[config.mk]
export PLATFORM = sky130hd
export DESIGN_NAME = heartbeat_watchdog_event_log
export DESIGN_NICKNAME = d
export VERILOG_FILES = /design/src/sv/hwel_pkg.sv /design/src/sv/heartbeat_watchdog_event_log.sv /design/src/sv/hwel_log_ram.sv /design/src/sv/hwel_ctrl.sv /design/src/sv/hwel_datapath.sv
export SDC_FILE = /design/constraint.sdc
export NUM_CORES = 2
export LEC_CHECK = 0
export BUFFER_PORTS_ARGS = -buffer_cell sky130_fd_sc_hd__clkbuf_2
export CORE_MARGIN = 2
export CORE_UTILIZATION = 32
export CTS_CLUSTER_SIZE = 14
export DETAILED_ROUTE_END_ITERATION = 8
export MAX_ROUTING_LAYER = met4
export PLACE_DENSITY_LB_ADDON = 0.1
export SYNTH_ARGS = -nofsm -noshare
export SYNTH_HDL_FRONTEND = slang
export SYNTH_HIERARCHICAL = 1
export SYNTH_SLANG_ARGS = --single-unit
[constraint.sdc]
create_clock -name aclk -period 31.6 [get_ports aclk]
set_clock_uncertainty 0.2 [all_clocks]
set_input_delay 1.58 -clock aclk [delete_from_list [all_inputs] [get_ports aclk]]
set_output_delay 1.58 -clock aclk [all_outputs]
set_load 0.02 [all_outputs]
[src/sv/hwel_pkg.sv]
// Shared types and constants for the heartbeat watchdog event log.
package hwel_pkg;

    localparam int LOG_DEPTH_DEFAULT = 16;
    localparam logic [31:0] TIMEOUT_RESET = 32'd1000;

    localparam int IDX_W = 8;
    localparam int S_TDATA_W = 72;
    localparam int M_TDATA_W = 296;
    localparam int HELD_W = 5;
    localparam int CODE_W = 3;

    // Action carried in the input tuser field.
    typedef enum logic [2:0] {
        ACT_TICK      = 3'd0,
        ACT_UPDATE    = 3'd1,
        ACT_REJECT    = 3'd2,
        ACT_PROTO_ERR = 3'd3,
        ACT_READ      = 3'd4,
        ACT_CLEAR     = 3'd5
    } action_t;

    // Entry kinds as stored in the log.
    localparam logic [1:0] KIND_TIMEOUT   = 2'd0;
    localparam logic [1:0] KIND_UPDATE    = 2'd1;
    localparam logic [1:0] KIND_REJECT    = 2'd2;
    localparam logic [1:0] KIND_PROTO_ERR = 2'd3;

    // Entry code reported when a request reads nothing.
    localparam logic [CODE_W-1:0] CODE_NONE = 3'd4;

    typedef struct packed {
        logic [1:0]  kind;
        logic [31:0] stamp;
        logic [31:0] argument;
    } log_entry_t;

    typedef enum logic [1:0] {
        ST_IDLE,
        ST_EXEC,
        ST_FINISH
    } ctrl_state_t;

    // Commands from the controller to the datapath.
    typedef struct packed {
        logic capture;
        logic execute;
        logic load_result;
    } ctrl_cmd_t;

endpackage

[src/sv/heartbeat_watchdog_event_log.sv]
// Top level of the heartbeat watchdog event log.
//
// This block takes one request at a time and answers each with exactly one
// result. A request is accepted, then executed (the watchdog and counter
// update, plus either the append to the ring log or the address phase of a
// log read), and then the log memory's read data is registered into the
// result register; the registered read port of the log memory is what needs
// that final step. A finished result waits in its own output register, so
// the next request is accepted and executed while the previous result is
// still unclaimed; only a second result with the first still waiting holds
// the block in its result cycle. The watchdog timeout register may be
// written at any time the block is idle and resets to 1000.
// The log keeps LOG_DEPTH entries, overwrites the oldest entry when full and
// counts each overwrite. Log storage is not cleared on reset or by a clear
// request; the fill count makes unwritten entries unreachable.
module heartbeat_watchdog_event_log
    import hwel_pkg::*;
#(
    parameter int LOG_DEPTH = LOG_DEPTH_DEFAULT
) (
    input  logic                 aclk,
    input  logic                 aresetn,

    // Watchdog timeout in milliseconds.
    input  logic                 cfg_wr_en,
    input  logic [31:0]          cfg_wr_data,

    input  logic                 s_tvalid,
    output logic                 s_tready,
    // stamp_ms[31:0], event_value[63:32], log_index[71:64]
    input  logic [S_TDATA_W-1:0] s_tdata,
    // action[2:0]
    input  logic [CODE_W-1:0]    s_tuser,

    output logic                 m_tvalid,
    input  logic                 m_tready,
    // entries_held[4:0], entries_dropped[36:5], revision_count[68:37],
    // heartbeats_seen[100:69], healthy[101], watchdog_trip_count[133:102],
    // update_count[165:134], rejection_count[197:166],
    // protocol_error_count[229:198], entry_time[261:230],
    // entry_argument[293:262], zero padding[295:294]
    output logic [M_TDATA_W-1:0] m_tdata,
    // entry_code[2:0]
    output logic [CODE_W-1:0]    m_tuser
);

    // Commands flow from the controller into the datapath; the datapath needs
    // nothing back because every request follows the same three-step path.
    ctrl_cmd_t cmd;

    hwel_ctrl u_ctrl (
        .aclk     (aclk),
        .aresetn  (aresetn),
        .s_tvalid (s_tvalid),
        .s_tready (s_tready),
        .m_tvalid (m_tvalid),
        .m_tready (m_tready),
        .cmd      (cmd)
    );

    hwel_datapath #(
        .LOG_DEPTH (LOG_DEPTH)
    ) u_datapath (
        .aclk        (aclk),
        .aresetn     (aresetn),
        .cfg_wr_en   (cfg_wr_en),
        .cfg_wr_data (cfg_wr_data),
        .cmd         (cmd),
        .s_tdata     (s_tdata),
        .s_tuser     (s_tuser),
        .m_tdata     (m_tdata),
        .m_tuser     (m_tuser)
    );

endmodule

[src/sv/hwel_log_ram.sv]
// Ring log storage: one write port, one registered read port.
module hwel_log_ram
    import hwel_pkg::*;
#(
    parameter int DEPTH = LOG_DEPTH_DEFAULT,
    localparam int ADDR_W = $clog2(DEPTH)
) (
    input  logic              aclk,
    input  logic              wr_en,
    input  logic [ADDR_W-1:0] wr_addr,
    input  log_entry_t        wr_data,
    input  logic [ADDR_W-1:0] rd_addr,
    output log_entry_t        rd_data
);

    log_entry_t mem [DEPTH];
    log_entry_t rd_data_reg;

    always_ff @(posedge aclk) begin
        if (wr_en) begin
            mem[wr_addr] <= wr_data;
        end
    end

    always_ff @(posedge aclk) begin
        rd_data_reg <= mem[rd_addr];
    end

    assign rd_data = rd_data_reg;

endmodule

[src/sv/hwel_ctrl.sv]
// Controller state machine: accept, execute and result sequencing.
module hwel_ctrl
    import hwel_pkg::*;
(
    input  logic      aclk,
    input  logic      aresetn,
    input  logic      s_tvalid,
    output logic      s_tready,
    output logic      m_tvalid,
    input  logic      m_tready,
    output ctrl_cmd_t cmd
);

    ctrl_state_t state_reg, state_next;
    logic        m_valid_reg, m_valid_next;

    always_ff @(posedge aclk) begin
        if (!aresetn) begin
            state_reg   <= ST_IDLE;
            m_valid_reg <= 1'b0;
        end else begin
            state_reg   <= state_next;
            m_valid_reg <= m_valid_next;
        end
    end

    always_comb begin
        state_next  = state_reg;
        s_tready    = 1'b0;
        cmd         = '0;
        case (state_reg)
            ST_IDLE: begin
                s_tready = 1'b1;
                if (s_tvalid) begin
                    cmd.capture = 1'b1;
                    state_next  = ST_EXEC;
                end
            end
            ST_EXEC: begin
                cmd.execute = 1'b1;
                state_next  = ST_FINISH;
            end
            ST_FINISH: begin
                // The result register must be empty or emptying this cycle.
                if (!m_valid_reg || m_tready) begin
                    cmd.load_result = 1'b1;
                    state_next      = ST_IDLE;
                end
            end
            default: begin
                state_next = ST_IDLE;
            end
        endcase

        if (cmd.load_result) begin
            m_valid_next = 1'b1;
        end else if (m_tready) begin
            m_valid_next = 1'b0;
        end else begin
            m_valid_next = m_valid_reg;
        end
    end

    assign m_tvalid = m_valid_reg;

endmodule

[src/sv/hwel_datapath.sv]
// Datapath: watchdog state, status counters, ring log pointers and result register.
module hwel_datapath
    import hwel_pkg::*;
#(
    parameter int LOG_DEPTH = LOG_DEPTH_DEFAULT
) (
    input  logic                 aclk,
    input  logic                 aresetn,
    input  logic                 cfg_wr_en,
    input  logic [31:0]          cfg_wr_data,
    input  ctrl_cmd_t            cmd,
    input  logic [S_TDATA_W-1:0] s_tdata,
    input  logic [CODE_W-1:0]    s_tuser,
    output logic [M_TDATA_W-1:0] m_tdata,
    output logic [CODE_W-1:0]    m_tuser
);

    localparam int SLOT_W  = $clog2(LOG_DEPTH);
    localparam int COUNT_W = $clog2(LOG_DEPTH + 1);
    localparam int WSUM_W  = COUNT_W + 1;
    localparam int CMP_W   = (COUNT_W > IDX_W) ? COUNT_W : IDX_W;
    localparam int RSUM_W  = CMP_W + 1;

    // Captured request.
    action_t            action_reg;
    logic [31:0]        stamp_reg;
    logic [31:0]        value_reg;
    logic [IDX_W-1:0]   index_reg;

    logic [31:0]        timeout_reg;

    logic [SLOT_W-1:0]  oldest_reg, oldest_next;
    logic [COUNT_W-1:0] held_reg, held_next;
    logic [31:0]        last_beat_reg, last_beat_next;
    logic               armed_reg, armed_next;
    logic               healthy_reg, healthy_next;
    logic [31:0]        dropped_reg, dropped_next;
    logic [31:0]        revision_reg, revision_next;
    logic [31:0]        beats_reg, beats_next;
    logic [31:0]        trips_reg, trips_next;
    logic [31:0]        updates_reg, updates_next;
    logic [31:0]        rejects_reg, rejects_next;
    logic [31:0]        proto_errs_reg, proto_errs_next;
    logic               hit_reg, hit_next;

    logic [M_TDATA_W-1:0] out_data_reg;
    logic [CODE_W-1:0]    out_code_reg;

    logic [31:0]        elapsed;
    logic               late;
    logic               push;
    logic [1:0]         push_kind;
    logic [31:0]        push_arg;
    logic               full;
    logic [WSUM_W-1:0]  wsum;
    logic [SLOT_W-1:0]  wr_slot;
    logic [RSUM_W-1:0]  rsum;
    logic [SLOT_W-1:0]  rd_slot;
    logic               read_hit;
    log_entry_t         wr_entry;
    log_entry_t         rd_entry;

    hwel_log_ram #(
        .DEPTH (LOG_DEPTH)
    ) u_log_ram (
        .aclk    (aclk),
        .wr_en   (push && cmd.execute),
        .wr_addr (wr_slot),
        .wr_data (wr_entry),
        .rd_addr (rd_slot),
        .rd_data (rd_entry)
    );

    always_ff @(posedge aclk) begin
        if (!aresetn) begin
            timeout_reg <= TIMEOUT_RESET;
        end else if (cfg_wr_en) begin
            timeout_reg <= cfg_wr_data;
        end
    end

    always_ff @(posedge aclk) begin
        if (cmd.capture) begin
            action_reg <= action_t'(s_tuser);
            stamp_reg  <= s_tdata[31:0];
            value_reg  <= s_tdata[63:32];
            index_reg  <= s_tdata[71:64];
        end
    end

    // Pointer and slot arithmetic; the write-slot sum stays below twice the depth.
    always_comb begin
        elapsed  = stamp_reg - last_beat_reg;
        late     = elapsed > timeout_reg;
        full     = held_reg == COUNT_W'(LOG_DEPTH);
        wsum     = WSUM_W'(oldest_reg) + WSUM_W'(held_reg);
        if (wsum >= WSUM_W'(LOG_DEPTH)) begin
            wsum = wsum - WSUM_W'(LOG_DEPTH);
        end
        // When full, the new entry lands on the oldest slot.
        wr_slot  = full ? oldest_reg : wsum[SLOT_W-1:0];
        rsum     = RSUM_W'(oldest_reg) + RSUM_W'(index_reg);
        if (rsum >= RSUM_W'(LOG_DEPTH)) begin
            rsum = rsum - RSUM_W'(LOG_DEPTH);
        end
        rd_slot  = rsum[SLOT_W-1:0];
        read_hit = CMP_W'(index_reg) < CMP_W'(held_reg);
    end

    always_comb begin
        oldest_next     = oldest_reg;
        held_next       = held_reg;
        last_beat_next  = last_beat_reg;
        armed_next      = armed_reg;
        healthy_next    = healthy_reg;
        dropped_next    = dropped_reg;
        revision_next   = revision_reg;
        beats_next      = beats_reg;
        trips_next      = trips_reg;
        updates_next    = updates_reg;
        rejects_next    = rejects_reg;
        proto_errs_next = proto_errs_reg;
        hit_next        = hit_reg;
        push            = 1'b0;
        push_kind       = KIND_TIMEOUT;
        push_arg        = value_reg;

        if (cmd.execute) begin
            hit_next = 1'b0;
            case (action_reg)
                ACT_TICK: begin
                    if (!armed_reg) begin
                        armed_next     = 1'b1;
                        last_beat_next = stamp_reg;
                        beats_next     = 32'd1;
                        healthy_next   = 1'b1;
                        revision_next  = revision_reg + 32'd1;
                    end else if (stamp_reg != last_beat_reg) begin
                        last_beat_next = stamp_reg;
                        beats_next     = beats_reg + 32'd1;
                        healthy_next   = !late;
                        if (late) begin
                            trips_next = trips_reg + 32'd1;
                            push       = 1'b1;
                            push_kind  = KIND_TIMEOUT;
                            push_arg   = elapsed;
                        end else begin
                            revision_next = revision_reg + 32'd1;
                        end
                    end
                end
                ACT_UPDATE: begin
                    updates_next = updates_reg + 32'd1;
                    push         = 1'b1;
                    push_kind    = KIND_UPDATE;
                end
                ACT_REJECT: begin
                    rejects_next = rejects_reg + 32'd1;
                    push         = 1'b1;
                    push_kind    = KIND_REJECT;
                end
                ACT_PROTO_ERR: begin
                    proto_errs_next = proto_errs_reg + 32'd1;
                    push            = 1'b1;
                    push_kind       = KIND_PROTO_ERR;
                end
                ACT_READ: begin
                    hit_next = read_hit;
                end
                ACT_CLEAR: begin
                    oldest_next     = '0;
                    held_next       = '0;
                    last_beat_next  = '0;
                    armed_next      = 1'b0;
                    healthy_next    = 1'b0;
                    dropped_next    = '0;
                    revision_next   = '0;
                    beats_next      = '0;
                    trips_next      = '0;
                    updates_next    = '0;
                    rejects_next    = '0;
                    proto_errs_next = '0;
                end
                default: begin
                end
            endcase

            if (push) begin
                revision_next = revision_reg + 32'd1;
                if (full) begin
                    oldest_next  = (oldest_reg == SLOT_W'(LOG_DEPTH - 1)) ?
                                   '0 : oldest_reg + SLOT_W'(1);
                    dropped_next = dropped_reg + 32'd1;
                end else begin
                    held_next = held_reg + COUNT_W'(1);
                end
            end
        end
    end

    assign wr_entry = '{kind: push_kind, stamp: stamp_reg, argument: push_arg};

    always_ff @(posedge aclk) begin
        if (!aresetn) begin
            oldest_reg     <= '0;
            held_reg       <= '0;
            last_beat_reg  <= '0;
            armed_reg      <= 1'b0;
            healthy_reg    <= 1'b0;
            dropped_reg    <= '0;
            revision_reg   <= '0;
            beats_reg      <= '0;
            trips_reg      <= '0;
            updates_reg    <= '0;
            rejects_reg    <= '0;
            proto_errs_reg <= '0;
            hit_reg        <= 1'b0;
        end else begin
            oldest_reg     <= oldest_next;
            held_reg       <= held_next;
            last_beat_reg  <= last_beat_next;
            armed_reg      <= armed_next;
            healthy_reg    <= healthy_next;
            dropped_reg    <= dropped_next;
            revision_reg   <= revision_next;
            beats_reg      <= beats_next;
            trips_reg      <= trips_next;
            updates_reg    <= updates_next;
            rejects_reg    <= rejects_next;
            proto_errs_reg <= proto_errs_next;
            hit_reg        <= hit_next;
        end
    end

    always_ff @(posedge aclk) begin
        if (cmd.load_result) begin
            out_data_reg <= {2'b00,
                             hit_reg ? rd_entry.argument : 32'd0,
                             hit_reg ? rd_entry.stamp : 32'd0,
                             proto_errs_reg, rejects_reg, updates_reg, trips_reg,
                             healthy_reg, beats_reg, revision_reg, dropped_reg,
                             HELD_W'(held_reg)};
            out_code_reg <= hit_reg ? {1'b0, rd_entry.kind} : CODE_NONE;
        end
    end

    assign m_tdata = out_data_reg;
    assign m_tuser = out_code_reg;

`ifndef SYNTHESIS
    assert property (@(posedge aclk) disable iff (!aresetn)
        held_reg <= COUNT_W'(LOG_DEPTH))
        else $error("log fill count exceeds depth");

    assert property (@(posedge aclk) disable iff (!aresetn)
        oldest_reg <= SLOT_W'(LOG_DEPTH - 1))
        else $error("oldest slot out of range");

    assert property (@(posedge aclk) disable iff (!aresetn)
        !cmd.execute |=> $stable(revision_reg) && $stable(held_reg))
        else $error("log state changed outside an execute cycle");

    assert property (@(posedge aclk) disable iff (!aresetn)
        cmd.execute && action_reg == ACT_CLEAR |=> held_reg == '0 && !armed_reg)
        else $error("clear did not empty the log");

    assert property (@(posedge aclk) disable iff (!aresetn)
        cmd.execute && push && !full |=> held_reg == $past(held_reg) + COUNT_W'(1))
        else $error("append did not grow the log");
`endif

endmodule

* Yosys cells after proc, flatten, opt, wreduce, memory -nomap -nowiden *
Memory sizes are Yosys's and may differ from the RTL's. A register that Yosys moved wholly into a read port is not among the register bits.
Cells that the tools add are included.

word-level totals
  bits in registers = 675
  memories = 1
  memory bits (writable) = 1056
  output and inout bits = 301
  logic and storage cells = 145

operators by class
  equal/unequal tests = 18
  order comparisons = 4
  muxes and demuxes = 63
  $add $sub $neg = 14
  reduce and logical (&&, ||, !) cells = 21

memory list
  memory                    words  width  read ports  clocked after Yosys merged registers in  wr ports  line                RTL
  u_datapath.u_log_ram.mem  16     66     1           1                                        1         hwel_log_ram.sv:16  log_entry_t mem [DEPTH];

operator list
  kind                                                               number
  2-to-1 mux 32 bit                                                  19
  case mux 32 bit (2 select lines)                                   7
  adder 32 x 1 -> 32 bit, second input constant                      7
  greater-than comparator 32 bit                                     1
  inequality test 32 bit                                             1
  subtractor 32 bit                                                  1
  2-to-1 mux 4 bit                                                   7
  2-to-1 mux 1 bit                                                   18
  2-to-1 mux 5 bit                                                   3
  case mux 2 bit (3 select lines)                                    2
  AND reduction 2 bit                                                5
  nonzero test 2 bit                                                 5
  adder 4 x 8 -> 9 bit                                               1
  greater-or-equal comparator 9 x 5 -> 1 bit, second input constant  1
  less-than comparator 8 x 5 -> 1 bit                                1
  inequality test 2 x 1 -> 1 bit, second input constant              4
  inequality test 4 bit, second input constant                       2
  subtractor 4 x 1 -> 4 bit, second input constant                   2
  adder 4 x 5 -> 6 bit                                               1
  == test 3 x 2 -> 1 bit, second input constant                      2
  == test 3 bit, second input constant                               2
  greater-or-equal comparator 6 x 5 -> 1 bit, second input constant  1
  2-to-1 mux 2 bit                                                   3
  case mux 1 bit (2 select lines)                                    3
  20 further kinds                                                   21

* Logic depth before layout (Yosys ltp) *
  depth in word-level cells = 11
  mapped depth = 24

* Modules after synthesis *
Netlist, hierarchy kept.

by module, submodules not included
  module         area an instance (um^2)  times used  cells each
  hwel_log_ram   40800.4                  1           1698
  hwel_datapath  27969.3                  1           2471
  hwel_ctrl      146.4                    1           14

* Worst setup path before layout *
Ideal clock, no wire load.

  path type = register -> register
  start point = register u_datapath.stamp_reg[0]
  end point = memory u_datapath/u_log_ram/mem[0][0] (netlist bit), enable pin
  path buffers = 1
  stages on the path, launching flop included = 23
  data arrival time = 9.578 ns
  slack = 21.251 ns
  setup time = 0.571 ns
  data required time = 30.829 ns
  clock period less this slack = 10.349 ns
  cells stage by stage = edfxtp_1 -> inv_1 -> ha_1 -> inv_1 -> fa_1 -> a21o_1 -> a221oi_2 -> nor3_2 -> o2111ai_2 -> a31oi_1 -> or4_1 -> a31oi_2 -> xnor2_1 -> ha_1 -> nand4_1 -> nor4_1 -> o311a_1 -> nor2_1 -> buf_4 -> a21o_2 -> inv_1 -> or3b_2 -> nor3_1

between the ends
  word-level cells in the longest chain between the ends = 11
  elaborated cells between the ends (all ways) = 12
  classes of those cells = 1 x add/sub; 1 x order compare; 1 x eq/ne; 8 x mux; 1 x reduce/logical

ends and longest elaborated chain
  item                                      line                  RTL
  from (decl)                               hwel_datapath.sv:26   logic [31:0] stamp_reg;
  from (signal assigned)                    hwel_datapath.sv:85   stamp_reg <= s_tdata[31:0];
  subtractor 32 bit                         hwel_datapath.sv:93   elapsed = stamp_reg - last_beat_reg;
  greater-than comparator 32 bit            hwel_datapath.sv:94   late = elapsed > timeout_reg;
  2-to-1 mux 1 bit                          hwel_datapath.sv:142  if (late) begin
  2-to-1 mux 1 bit *                        hwel_datapath.sv:138  end else if (stamp_reg != last_beat_reg) begin
  2-to-1 mux 1 bit *                        hwel_datapath.sv:132  if (!armed_reg) begin
  case mux 1 bit (2 select lines) *         hwel_datapath.sv:130  case (action_reg)
  2-to-1 mux 1 bit * (2 in series)          hwel_datapath.sv:128  if (cmd.execute) begin
  logical AND 1 bit *                       hwel_datapath.sv:67   .wr_en (push && cmd.execute),
  2-to-1 mux 1 bit *                        hwel_log_ram.sv:20    if (wr_en) begin
  2-to-1 mux 1 bit (implied by the code) *  hwel_log_ram.sv:21    mem[wr_addr] <= wr_data;
  to (decl)                                 hwel_log_ram.sv:16

Every way passes the cells marked *; elsewhere a longest branch is shown, timed or not. The select of a mux whose other input is x is not followed.

* Worst setup path in the final report *
  start point = register u_datapath.stamp_reg[0]
  end point = memory u_datapath/u_log_ram/mem[2][50] (netlist bit), enable pin

The elaborated chain is that of the path after synthesis.

==> impl_metrics.tcl <==
set metrics [dict create \
    synth_cell_type_count 84 \
    cts_num_sinks 1797 \
    start_util_pct 32.14 \
    fin_cells 7727 \
    synth_top_cell_area_share_pct 62.22 \
    max_freq_mhz 115.5 \
    cts_buffers 198 \
    clk_latency_ps 840 \
    reg2reg_slack_ps 22940 \
    hold_violations 0 \
    worstHoldStart "u_datapath/healthy_reg" \
    wl_per_cell_um 25.79 \
    yosysTopAreaCell "edfxtp_1" \
    p_total_mw 5.132 \
    core_area_um2 214400 \
    final_common_cell "edfxtp_1" \
    min_period_over_period_pct 27.41 \
    synth-edff-count 1428 \
    maxCapViolations 0 \
    synth_cells 4183 \
    dr.pass1.iters 5 \
    place_area_um2 74460 \
    drive_gt1_share_pct 22.90 \
    synth-seq-cells 1797 \
    reg2reg_from "u_datapath/stamp_reg[0]" \
    port_buffers 410 \
    p_int_mw 3.972 \
    synth_warnings 6 \
    via_count 38310 \
    grt_overflow 0 \
    tightest_slew_ps 1228 \
    dr.first_iter.drc_count 3185 \
    io_pins 413 \
    grt_max_degree 76 \
    syn_to_final_growth_pct 17.37 \
    cts.repair.resized 0 \
    syn_area_um2 68920 \
    largest_reg_flops 1056 \
    cp.arrival_ps 8900 \
    power_density_nw_per_um2 63.45 \
    setup-tns-final_ps 0 \
    gp_congestion 0.7972 \
    drc 0 \
    ant_nets 0 \
    hold_buffers 0 \
    rsz0062_at_grt "false" \
    peakVddDrop_mv 0.05268 \
    cts_root_buf "clkbuf_16" \
    p_switching_mw 1.160 \
    antenna_found_initial 44 \
    final_nets 4886 \
    status "completed" \
    layout_common_cells "1428 x edfxtp_1, 410 x clkbuf_2, 368 x dfxtp_1, 302 x nand2_1, 264 x mux4_2" \
    hold_end "u_datapath/m_tdata[101]" \
    seqPwrFrac_pct 51.0 \
    fill_cells 20170 \
    cp-start-kind "flip-flop" \
    fin_crit_ps 8661 \
    die_area_um2 219100 \
    clock_tree.buffer_depth 3 \
    synthTopCellsByArea "edfxtp_1 62%, dfxtp_1 11%, mux4_2 8.6%" \
    first_global_vias 38760 \
    ys_async_sr_fraction_pct 0 \
    crit_path_end_kind "flip-flop" \
    grt_pass1_wl_um 284100 \
    cts_tree "done" \
    clk_pin_slew_ps 60 \
    swShare_pct 22.60 \
    p_comb_share_pct 5.2 \
    synth_flop_cell "edfxtp_1" \
    relSlewSlack_pct 18.15 \
    seq_area_frac_synth_pct 72.94 \
    dpl.hpwl_um 124000 \
    dieWidth_um 468.1 \
    grt_use_total_pct 18.60 \
    hold_path_class "reg -> reg" \
    setup_viol 0 \
    wirelength_um 199300 \
    critical_path.max_fanout 41 \
    clkPwrFrac_pct 43.9 \
    htreeDepth 4 \
    slew_viol_final 0 \
    die_h_um 468.1 \
    rr_endpoint "u_datapath/u_log_ram/mem[2][50]" \
    rows 170 \
    cts_setup_buffers 0 \
    min_path_cells 0 \
    stdcell_area_um2 80880 \
    avgSynthCellArea_um2 16.48 \
    cp.required_ps 31840 \
    leakage_nw 26.92 \
    viasPerCell 4.957 \
    place_inst 7326 \
    reg2reg_depth 23 \
    worstSetupPathType "reg -> reg" \
]
==> worst max-delay path, cell delays in order, from the launching register on <==
cell and delay [ps]:
edfxtp_1 650, inv_1 150, ha_1 180, inv_1 60, fa_1 400, a21o_1 210, a221oi_2 470, nor3_2 150
o2111ai_2 310, a31oi_1 160, or4_1 440, a31oi_2 220, xnor2_1 120, ha_1 290, nand4_1 180, nor4_1 540
o311a_1 330, nor2_1 60, buf_4 190, a21o_2 310, inv_1 260, or3b_2 600, nor2_4 830, buf_4 840
==> metrics by stage <==
step | hold slack [ps] | util [%] | worst slack [ps]
3_3_place_gp | 232.9 | 34.73 | 23030
3_5_place_dp | 241.2 | 34.73 | 22920
6_report | 249.9 | 37.72 | 22940
2_1_floorplan | 206.4 | - | 21250
4_1_cts | 253.3 | 37.69 | 22860
5_1_grt | 268.0 | 37.72 | 22390
==> logic make-up (layout without fill, tap and decap cells) <==
| kind of cell | after synthesis | count (layout) | synth area share [%] |
|---|---|---|---|
| AND/OR/NAND/NOR | 1028 | 1028 | 7.322 |
| adder cells (fa/ha/maj) | 86 | 86 | 1.594 |
| flip-flops | 1797 | 1797 | 72.94 |
| other | 1 | 31 | 0.005441 |
| XOR/XNOR | 164 | 164 | 2.084 |
| buffers and inverters | 292 | 968 | 1.841 |
| multiplexers | 321 | 321 | 9.504 |
| AO/OA/AOI/OAI | 494 | 494 | 4.708 |
==> how the worst max path moves through the flow <==
stage / start / endpoint / slack, ps / cells after the start
after floorplan: u_datapath/stamp_reg[0] / u_datapath/u_log_ram/mem[0][0] / 21250 / 22
after global placement: u_datapath/stamp_reg[0] / u_datapath/u_log_ram/mem[1][7] / 23030 / 23
after detailed placement: u_datapath/stamp_reg[0] / u_datapath/u_log_ram/mem[2][8] / 22920 / 23
after CTS: u_datapath/stamp_reg[0] / u_datapath/u_log_ram/mem[2][50] / 22860 / 23
after global routing: u_datapath/stamp_reg[0] / u_datapath/u_log_ram/mem[2][50] / 22390 / 23
final: u_datapath/stamp_reg[0] / u_datapath/u_log_ram/mem[2][50] / 22940 / 23
==> area by class of cell <==
cell class                 count  area, um2  share of cell area (%)
clock inverter                81      749.5                  0.9266
timing repair buffer         491       2660                   3.289
tap                         2838       3551                   4.390
clock buffer                 291       5598                   6.921
antenna                       29      72.57                 0.08972
sequential                  1797      50270                   62.15
inverter                     105      402.9                  0.4981
multi-input combinational   2095      17580                   21.73
==> metal layers <==
metal	global-route usage (%)	part of all wire (%)
met5	-	0
met3	4.160	6.0
met4	6.143	3.1
met1	24.42	44
met2	28.55	47
==> synth_stat cells (42+ instances only) <==
library cell and number:
a21oi_1 132, a22oi_1 132, and2_1 80, and3_1 44, clkbuf_1 101, dfxtp_1 369
edfxtp_1 1428, ha_1 83, inv_1 104, mux4_2 264, nand2_1 304, nand3_1 119
nand4_1 52, nor2_1 247, o21ai_0 69, xnor2_1 42, xor2_1 122
==> power groups by stage <==
stage	logic (mW)	clock network (mW)	registers [mW]
floorplan	0.150	0	2.67
global placement	0.272	0	2.67
detailed placement	0.271	0	2.67
CTS	0.273	2.32	2.62
global route	0.289	2.42	2.62
finish	0.265	2.25	2.62
Note: power is estimated with default switching activity, not from simulation.
